--- src/rtl/core/qdbq_pkg.sv ---
// ----------------------------------------------------------------------------
// qdbq_pkg
// Types, register codes and the quadrature transition table for the
// detent and button qualifier.
// ----------------------------------------------------------------------------
package qdbq_pkg;

    localparam int TIME_WIDTH_DEF  = 32;
    localparam int COUNT_WIDTH_DEF = 16;

    // configuration port
    localparam int CFG_INDEX_WIDTH = 2;
    localparam int CFG_DATA_WIDTH  = 10;

    typedef logic [CFG_INDEX_WIDTH-1:0] cfg_index_t;
    typedef logic [CFG_DATA_WIDTH-1:0]  cfg_data_t;

    localparam cfg_index_t CFG_LOCKOUT_MS       = 2'd0;
    localparam cfg_index_t CFG_STEPS_PER_DETENT = 2'd1;

    localparam logic [9:0] LOCKOUT_MS_RST       = 10'd120;
    localparam logic [2:0] STEPS_PER_DETENT_RST = 3'd4;

    // indexed by {old phase, new phase}, phase = {A, B}
    localparam logic signed [1:0] STEP_TABLE [16] = '{
         2'sd0, -2'sd1,  2'sd1,  2'sd0,
         2'sd1,  2'sd0,  2'sd0, -2'sd1,
        -2'sd1,  2'sd0,  2'sd0,  2'sd1,
         2'sd0,  2'sd1, -2'sd1,  2'sd0
    };

    typedef struct packed {
        logic        phase_a;
        logic        phase_b;
        logic        back_in;
        logic        confirm_in;
        logic [31:0] time_ms;
    } in_t;

    typedef struct packed {
        logic signed [1:0]  detent_step;
        logic signed [31:0] position;
        logic               back_event;
        logic               confirm_event;
        logic [15:0]        back_count;
        logic [15:0]        confirm_count;
        logic               press_held;
    } out_t;

endpackage

--- src/rtl/core/quadrature_detent_and_button_qualifier_core.sv ---
// ----------------------------------------------------------------------------
// quadrature_detent_and_button_qualifier_core
// Quadrature detent decoder with lockout-qualified back and confirm buttons.
// ----------------------------------------------------------------------------
// Each accepted poll sample gives exactly one result transaction, registered
// in the cycle after acceptance. A new sample is taken every cycle while the
// result register is empty or being drained, so the sustained rate is one
// sample per clock; it is bounded only by the single result register and the
// downstream ready. The first sample after reset just records the encoder
// phase. Phase changes walk a 16-entry transition table into a small signed
// accumulator; reaching +/- steps_per_detent (0 acts as 1) emits a detent step
// and moves the wrapping position. Button falling edges count as presses
// unless they arrive within lockout_ms of the last accepted press (time taken
// modulo 2^TIME_WIDTH), in which case the levels are not stored and the edge
// is retried on later samples. Back wins when both buttons fall together.
// Configuration writes take effect on the next accepted sample.
// ----------------------------------------------------------------------------
module quadrature_detent_and_button_qualifier_core #(
    parameter int TIME_WIDTH  = qdbq_pkg::TIME_WIDTH_DEF,
    parameter int COUNT_WIDTH = qdbq_pkg::COUNT_WIDTH_DEF
) (
    input  logic                 aclk,
    input  logic                 aresetn,
    // config
    input  logic                 cfg_we,
    input  qdbq_pkg::cfg_index_t cfg_index,
    input  qdbq_pkg::cfg_data_t  cfg_data,
    // samples in
    input  logic                 s_valid,
    output logic                 s_ready,
    input  qdbq_pkg::in_t        s_data,
    // results out
    output logic                 m_valid,
    input  logic                 m_ready,
    output qdbq_pkg::out_t       m_data
);

    // configuration registers
    logic [9:0] lockout_ms_reg;
    logic [2:0] steps_per_detent_reg;

    // decoder state
    logic [1:0]             prev_phase_reg,      prev_phase_next;
    logic                   phase_valid_reg,     phase_valid_next;
    logic signed [3:0]      step_accum_reg,      step_accum_next;
    logic [31:0]            position_reg,        position_next;
    logic                   back_prev_reg,       back_prev_next;
    logic                   confirm_prev_reg,    confirm_prev_next;
    logic [TIME_WIDTH-1:0]  last_press_reg,      last_press_next;
    logic [COUNT_WIDTH-1:0] back_total_reg,      back_total_next;
    logic [COUNT_WIDTH-1:0] confirm_total_reg,   confirm_total_next;

    // result register
    logic                   m_valid_reg;
    qdbq_pkg::out_t         m_data_reg,          m_data_next;

    logic                   s_accept;
    logic [1:0]             phase;
    logic signed [1:0]      table_step;
    logic signed [3:0]      accum_sum;
    logic signed [3:0]      limit;
    logic [TIME_WIDTH-1:0]  now_t;
    logic [TIME_WIDTH-1:0]  elapsed;
    logic                   back_fall;
    logic                   confirm_fall;
    logic                   locked;
    logic signed [1:0]      step;
    logic                   back_ev;
    logic                   confirm_ev;

    // Output register frees up when drained, so a sample enters every cycle
    // under steady flow.
    assign s_ready  = !m_valid_reg || m_ready;
    assign s_accept = s_valid && s_ready;
    assign m_valid  = m_valid_reg;
    assign m_data   = m_data_reg;

    assign phase      = {s_data.phase_a, s_data.phase_b};
    assign table_step = qdbq_pkg::STEP_TABLE[{prev_phase_reg, phase}];
    // accumulator sits within +/-6 between samples, so +/-1 never overflows
    assign accum_sum  = step_accum_reg + {{2{table_step[1]}}, table_step};
    assign limit      = (steps_per_detent_reg == 3'd0) ? 4'sd1
                                                       : {1'b0, steps_per_detent_reg};

    assign now_t   = TIME_WIDTH'(s_data.time_ms);
    assign elapsed = now_t - last_press_reg;

    assign back_fall    = back_prev_reg && !s_data.back_in;
    assign confirm_fall = confirm_prev_reg && !s_data.confirm_in;
    assign locked       = (back_fall || confirm_fall) &&
                          (elapsed < TIME_WIDTH'(lockout_ms_reg));

    // --- encoder path ---
    always_comb begin
        prev_phase_next  = prev_phase_reg;
        phase_valid_next = 1'b1;
        step_accum_next  = step_accum_reg;
        position_next    = position_reg;
        step             = 2'sd0;
        if (!phase_valid_reg) begin
            prev_phase_next = phase;
        end else if (phase != prev_phase_reg) begin
            prev_phase_next = phase;
            step_accum_next = accum_sum;
            if (accum_sum >= limit) begin
                step            = 2'sd1;
                position_next   = position_reg + 32'd1;
                step_accum_next = 4'sd0;
            end else if (accum_sum <= -limit) begin
                step            = -2'sd1;
                position_next   = position_reg - 32'd1;
                step_accum_next = 4'sd0;
            end
        end
    end

    // --- button path ---
    always_comb begin
        back_prev_next     = back_prev_reg;
        confirm_prev_next  = confirm_prev_reg;
        last_press_next    = last_press_reg;
        back_total_next    = back_total_reg;
        confirm_total_next = confirm_total_reg;
        back_ev            = 1'b0;
        confirm_ev         = 1'b0;
        if (!locked) begin
            back_prev_next    = s_data.back_in;
            confirm_prev_next = s_data.confirm_in;
            // back takes priority; a simultaneous confirm edge is dropped
            if (back_fall) begin
                back_total_next = back_total_reg + 1'b1;
                back_ev         = 1'b1;
                last_press_next = now_t;
            end else if (confirm_fall) begin
                confirm_total_next = confirm_total_reg + 1'b1;
                confirm_ev         = 1'b1;
                last_press_next    = now_t;
            end
        end
    end

    always_comb begin
        m_data_next.detent_step   = step;
        m_data_next.position      = position_next;
        m_data_next.back_event    = back_ev;
        m_data_next.confirm_event = confirm_ev;
        m_data_next.back_count    = 16'(back_total_next);
        m_data_next.confirm_count = 16'(confirm_total_next);
        m_data_next.press_held    = locked;
    end

    // config writes
    always_ff @(posedge aclk) begin
        if (!aresetn) begin
            lockout_ms_reg       <= qdbq_pkg::LOCKOUT_MS_RST;
            steps_per_detent_reg <= qdbq_pkg::STEPS_PER_DETENT_RST;
        end else if (cfg_we) begin
            case (cfg_index)
                qdbq_pkg::CFG_LOCKOUT_MS:       lockout_ms_reg       <= cfg_data;
                qdbq_pkg::CFG_STEPS_PER_DETENT: steps_per_detent_reg <= cfg_data[2:0];
                default: ;
            endcase
        end
    end

    // state update on every accepted transaction
    always_ff @(posedge aclk) begin
        if (!aresetn) begin
            prev_phase_reg    <= 2'b00;
            phase_valid_reg   <= 1'b0;
            step_accum_reg    <= 4'sd0;
            position_reg      <= 32'd0;
            back_prev_reg     <= 1'b1;
            confirm_prev_reg  <= 1'b1;
            last_press_reg    <= '0;
            back_total_reg    <= '0;
            confirm_total_reg <= '0;
        end else if (s_accept) begin
            prev_phase_reg    <= prev_phase_next;
            phase_valid_reg   <= phase_valid_next;
            step_accum_reg    <= step_accum_next;
            position_reg      <= position_next;
            back_prev_reg     <= back_prev_next;
            confirm_prev_reg  <= confirm_prev_next;
            last_press_reg    <= last_press_next;
            back_total_reg    <= back_total_next;
            confirm_total_reg <= confirm_total_next;
        end
    end

    // result register
    always_ff @(posedge aclk) begin
        if (!aresetn) begin
            m_valid_reg <= 1'b0;
        end else if (s_ready) begin
            m_valid_reg <= s_valid;
        end
    end

    always_ff @(posedge aclk) begin
        if (s_accept) begin
            m_data_reg <= m_data_next;
        end
    end

endmodule

--- config.mk ---
export PLATFORM = sky130hd
export DESIGN_NAME = quadrature_detent_and_button_qualifier_core
export DESIGN_NICKNAME = d
export VERILOG_FILES = /design/src/rtl/core/qdbq_pkg.sv /design/src/rtl/core/quadrature_detent_and_button_qualifier_core.sv
export SDC_FILE = /design/constraint.sdc
export NUM_CORES = 1
export LEC_CHECK = 0
export ABC_CLOCK_PERIOD_IN_PS = 12400
export BUFFER_PORTS_ARGS = -buffer_cell sky130_fd_sc_hd__buf_2
export CAP_MARGIN = 20
export CORE_MARGIN = 2
export CORE_UTILIZATION = 64
export CTS_CLUSTER_DIAMETER = 30
export CTS_CLUSTER_SIZE = 30
export DETAILED_ROUTE_END_ITERATION = 8
export GPL_ROUTABILITY_DRIVEN = 0
export GPL_TIMING_DRIVEN = 0
export PLACE_DENSITY = 0.94
export SLEW_MARGIN = 25
export SYNTH_ARGS = -nofsm -noshare
export SYNTH_HDL_FRONTEND = slang
export SYNTH_SLANG_ARGS = --single-unit
--- constraint.sdc ---
create_clock -name aclk -period 12.4 [get_ports aclk]
set_input_delay 2.48 -clock aclk [delete_from_list [all_inputs] [get_ports aclk]]
set_output_delay 2.48 -clock aclk [all_outputs]
set_load 0.05 [all_outputs]
# Word level (Yosys, flattened, before mapping)
# Memories as Yosys holds them, arrays and structs flattened.
# Cells that the tools add are included.
op_classes:
  n_eq_ne: 3
  muxes: 22
  order_cmp: 4
  addsub: 7
  bitwise: 4
  reduce_logical: 21
op_table:
  columns: ["cell", "count"]
  rows:
  - ["$mux W32", 6]
  - ["$mux W16", 5]
  - ["$add A16 B1 Y16 const B", 2]
  - ["$add A32 B1 Y32 const B", 1]
  - ["$lt A32 B10 Y1", 1]
  - ["$sub A32 B1 Y32 const B", 1]
  - ["$sub A32 B32 Y32", 1]
  - ["$mux W2", 5]
  - ["$reduce_and A2 Y1", 5]
  - ["$mux W4", 2]
  - ["$reduce_and A3 Y1", 2]
  - ["$ge A5 B5 Y1 const B", 1]
  - ["$not A4 Y5", 1]
  - ["$add A4 B4 Y4", 1]
  - ["$ge A4 B4 Y1", 1]
  - ["$le A4 B4 Y1", 1]
  - ["$logic_and A1 B1 Y1", 4]
  - ["$neg A3 Y4", 1]
  - ["$logic_not A1 Y1", 3]
  - ["$logic_not A3 Y1", 1]
  - ["$mux W1", 3]
  - ["$mux W3", 1]
  - ["$not A1 Y1", 3]
  - ["$reduce_or A3 Y1", 1]
  - ["other kinds (7)", 8]
totals:
  input_bits: 53
  word_cells: 82
  n_memories: 1
  rom_bits: 32
  register_bits: 188
memory_table:
  columns: ["memory", "words", "word_bits", "rd", "rd_ports_with_merged_regs", "write_ports", "line", "source"]
  rows:
  - ["(name not given)", 16, 2, 1, 0, 0, "quadrature_detent_and_button_qualifier_core.sv:79", "assign table_step = qdbq_pkg::STEP_TABLE[{prev_phase_reg, phase}];"]

# Longest topological paths before layout
logic_depth:
  ltp_word: 10
  mapped_depth: 20
  mapped_depth_nobuf: 19

# Worst setup path after synthesis
# Ideal clock, no wire load.
synth_path:
  path_type: "input to register"
  from: "input port s_data[0] (netlist name)"
  to: "register m_data_reg, in the netlist m_data[14], data pin"
  path_slack_ns: 5.903
  t_arrival_ns: 6.231
  setup_ns: 0.266
  cell_stages: 18
  cell_sequence: "inv_1 -> ha_1 -> fa_1 -> nand2b_1 -> a21o_1 -> a31oi_1 -> xor2_1 -> ha_1 -> a221oi_1 -> o31ai_1 -> a2111oi_0 -> nand3_1 -> or4_1 -> or4_4 -> clkinv_2 -> buf_6 -> nor3_1 -> xor2_1"
synth_between:
  elab_chain_len: 4
synth_rtl:
  columns: ["element", "line", "source"]
  rows:
  - ["start, declared", "quadrature_detent_and_button_qualifier_core.sv:31", "input qdbq_pkg::in_t s_data,"]
  - ["$sub A32 B32 Y32", "quadrature_detent_and_button_qualifier_core.sv:86", "assign elapsed = now_t - last_press_reg;"]
  - ["$lt A32 B10 Y1", "quadrature_detent_and_button_qualifier_core.sv:91", "(elapsed < TIME_WIDTH'(lockout_ms_reg));"]
  - ["$logic_and A1 B1 Y1", "quadrature_detent_and_button_qualifier_core.sv:90", "assign locked = (back_fall || confirm_fall) &&"]
  - ["$mux W16", "quadrature_detent_and_button_qualifier_core.sv:126", "if (!locked) begin"]
  - ["named net confirm_total_next[13]", "quadrature_detent_and_button_qualifier_core.sv:51", "logic [COUNT_WIDTH-1:0] confirm_total_reg, confirm_total_next;"]
  - ["end signal, assigned", "quadrature_detent_and_button_qualifier_core.sv:202", "m_data_reg <= m_data_next;"]
  - ["end, declared", "quadrature_detent_and_button_qualifier_core.sv:55", "qdbq_pkg::out_t m_data_reg, m_data_next;"]
# The timed path passes the listed nets, and every way through them passes these cells.
# A chain may end at the register's enable or synchronous reset.

# Final worst setup path
layout_path:
  from: "input port s_data[4] (netlist name)"
  to: "register m_data_reg, in the netlist m_data[12], data pin"
# The elaborated chain is that of the path after synthesis.

==> out/metrics.cfg <==
[outcome]
outcome = finished, violations left
violations = DRC

[logic_synthesis]
yosysTopAreaCell = dfxtp_1
synth.most_common_cell = nand2_1
syn-cell-area_um2 = 11500
ys_ff_latch = 188
yosys_warnings = 0
synth_edf_count = 69
synth_area_per_cell_um2 = 8.51
synth_flop_cell = dfxtp_1
ys_async_sr_fraction_pct = 0
synth_top_area_share_pct = 20.8
synth_cell_type_count = 73
synth_nets = 1459
synth_common_cells = nand2_1 (198), dfxtp_1 (119), nor2_1 (113), a21oi_1 (89)
syn_inst = 1346
seq_area_frac_synth_pct = 38.9
synthTopCellsByArea = dfxtp_1 (21%), edfxtp_1 (18%), nand2_1 (6.5%)

[route]
first_pass_iters = 9
route.detailed.drc = 1
vias = 11100
finalWirelength_um = 31600
vias_per_cell = 6.43
ant_nets = 0
routedWlPerCell_um = 18.3
drt-initial-drc-count = 1465

[power]
pwr-share-comb_pct = 25.4
swShare_pct = 33.8
irDropWorstVdd_mv = 0.110
p_switching_uw = 568
p_leak_nw = 5.27
cellPowerDensity_nw_per_um2 = 129
p_seq_share_pct = 41.3
internal_power_mw = 1.11
total_power_mw = 1.68
p_clk_share_pct = 33.3

[floorplanning]
die_h_um = 138
io_pins = 124
initial_utilization_pct = 65.7
fp.dieW_um = 138
die_area_um2 = 19000
coreArea_um2 = 17400
rows = 48

[job]
max_cap_viol_count = 0

[global_routing]
top_usage_layer = met2
grt_pass1_vias = 10300
use_met3_pct = 7.51
grt_pass1_wl_um = 49400
met1_usage_pct = 40.7
overflow = 0
antenna_found_initial = 0
grt_max_degree = 49
track_usage_pct = 33.1
grt_util_met2_pct = 54.1

[finish]
drive_gt1_share_pct = 12.2
final_core_utilization_pct = 74.4
largest_reg_flops = 69
stdcell_count = 1727
fin_nets = 1602
final_area_um2 = 13000
area.growth.synth_to_final_pct = 13.2
diodes = 0
nFillCells = 1181

[setup_path]
critPathLaunchType = primary input
path_class = primary input to flip-flop
cp.arrival_ps = 7260
regToRegSetupSlack_ps = 7140
crit_chain = buf_2 > ha_1 > o211ai_1 > a21oi_1 > nor2_1 > nor3_1 > nor2_1 > xnor2_1 > ha_1 > a221oi_1 > o31ai_1 > a2111oi_0 > nand3_1 > or4_1 > or4_4 > clkinv_2 > buf_6 > nor3_1 > xnor2_1
required_ps = 12630
cp_max_fo = 10
cpMaxStageDelayCell = or4_1
endpoint_kind = flip-flop
path_buf_inv = 3
crit_family = simple AND/OR/NAND/NOR gates
regToRegEndpoint = m_data[12]
r2r_start = last_press_reg[4]
r2r_cells = 19
cpPeakStageDelay_ps = 620

[timing]
worst_pin_slew_ps = 1080
finalCriticalPeriod_ps = 7030
rsz0062_at_grt = false
finalSetupViolCount = 0
skew_ps = 10.7
final_hold_viol_count = 0
tns_ps = 0
whs_ps = 461
clock.fmax_mhz = 142
fin_ws_ps = 5370
post-route-period-util_pct = 56.7
drv_slew = 0
max_slew_margin_pct = 27.2

[clock_tree]
hold_buffers = 0
path_clk_slew_ps = 70
clock-sinks = 188
htree_levels = 4
cts_tree = done
clockBufferDepth = 2
post_cts_buffers = 0
clk_latency_ps = 450
ctsResizeCount = 0
root_buffer = clkbuf_16
cts_buffers = 17

[place]
place_inst = 1695
dp_slack_ps = 5010
placed_area_um2 = 12400
post-dp-hpwl_um = 22300
port_buffers = 123

[worst_hold_path]
min_path_cells = 2
worstHoldStart = last_press_reg[17]
hold_class = flip-flop to flip-flop
hold_path_end = last_press_reg[17]

==> layout by cell type (no fill, tap or decap), types with 7 or more instances in the layout <==
master,Yosys,layout
or3_1,15,15
ha_1,58,58
a21o_1,10,10
nand2b_1,24,24
o31ai_1,12,12
o21ai_0,56,56
edfxtp_1,69,69
clkbuf_1,58,59
inv_1,69,69
nand2_1,198,198
xor2_1,47,47
a21oi_1,89,89
buf_2,3,126
or4_1,13,13
nand4_1,23,23
mux2i_1,46,46
nor2_1,113,113
nand3_1,35,35
o21a_1,28,28
o211ai_1,11,11
and3_1,22,22
a31oi_1,13,13
clkbuf_16,0,18
dfxtp_1,119,119
xnor2_1,56,56
nor4_1,7,7
nor3_1,42,42
==> routing by layer <==
layer / vias up / wire length (um)
li1: 5038 / -
met1: 5031 / 11900
met4: 0 / 1630
met2: 847 / 14600
met5: - / 0
met3: 190 / 3510
==> power groups by stage <==
stage                     Clock, mW  Combinational (mW)  Sequential, mW
final                         0.559               0.426           0.693
after global routing          0.576               0.452           0.697
after CTS                     0.554               0.411           0.693
after detailed placement          0               0.402           0.707
after global placement            0               0.387           0.706
after floorplan                   0               0.239           0.766
==> final cells by class <==
class	instances	area, um2	area share, %
multi-input combinational	1013	6410	49.4
sequential	188	4450	34.4
clock inverter	11	118	0.907
timing repair buffer	124	636	4.90
inverter	72	272	2.09
tap	225	282	2.17
clock buffer	21	472	3.64
buffer	73	323	2.49
==> worst max path at each step <==
stage,from,to,cells past startpoint
3_5_place_dp,s_data[34],position_reg[24],20
2_1_floorplan,s_data[0],m_data[14],18
6_report,s_data[4],m_data[12],19
3_3_place_gp,s_data[34],position_reg[24],20
5_1_grt,s_data[4],m_data[6],20
4_1_cts,s_data[34],position_reg[24],20
==> cells by family (layout without fill, tap and decap cells) <==
group / Yosys count / in the layout / synth area share, %
AOI/OAI and AO/OA: 271 / 271 / 14.9
xor gates and xnor gates: 104 / 104 / 8.07
adders and majority gates: 60 / 60 / 6.69
buffers and inverters: 145 / 301 / 5.16
DFF: 188 / 188 / 38.9
muxes: 49 / 49 / 4.41
other: 1 / 1 / 0.0327
and+or+nand+nor: 528 / 528 / 21.8
==> worst min-delay path: stages (launching register included) <==
cell and delay [ps]:
dfxtp_1 320, nand2_1 50, mux2i_1 50
No activity file was read; power rests on OpenSTA's default activity.
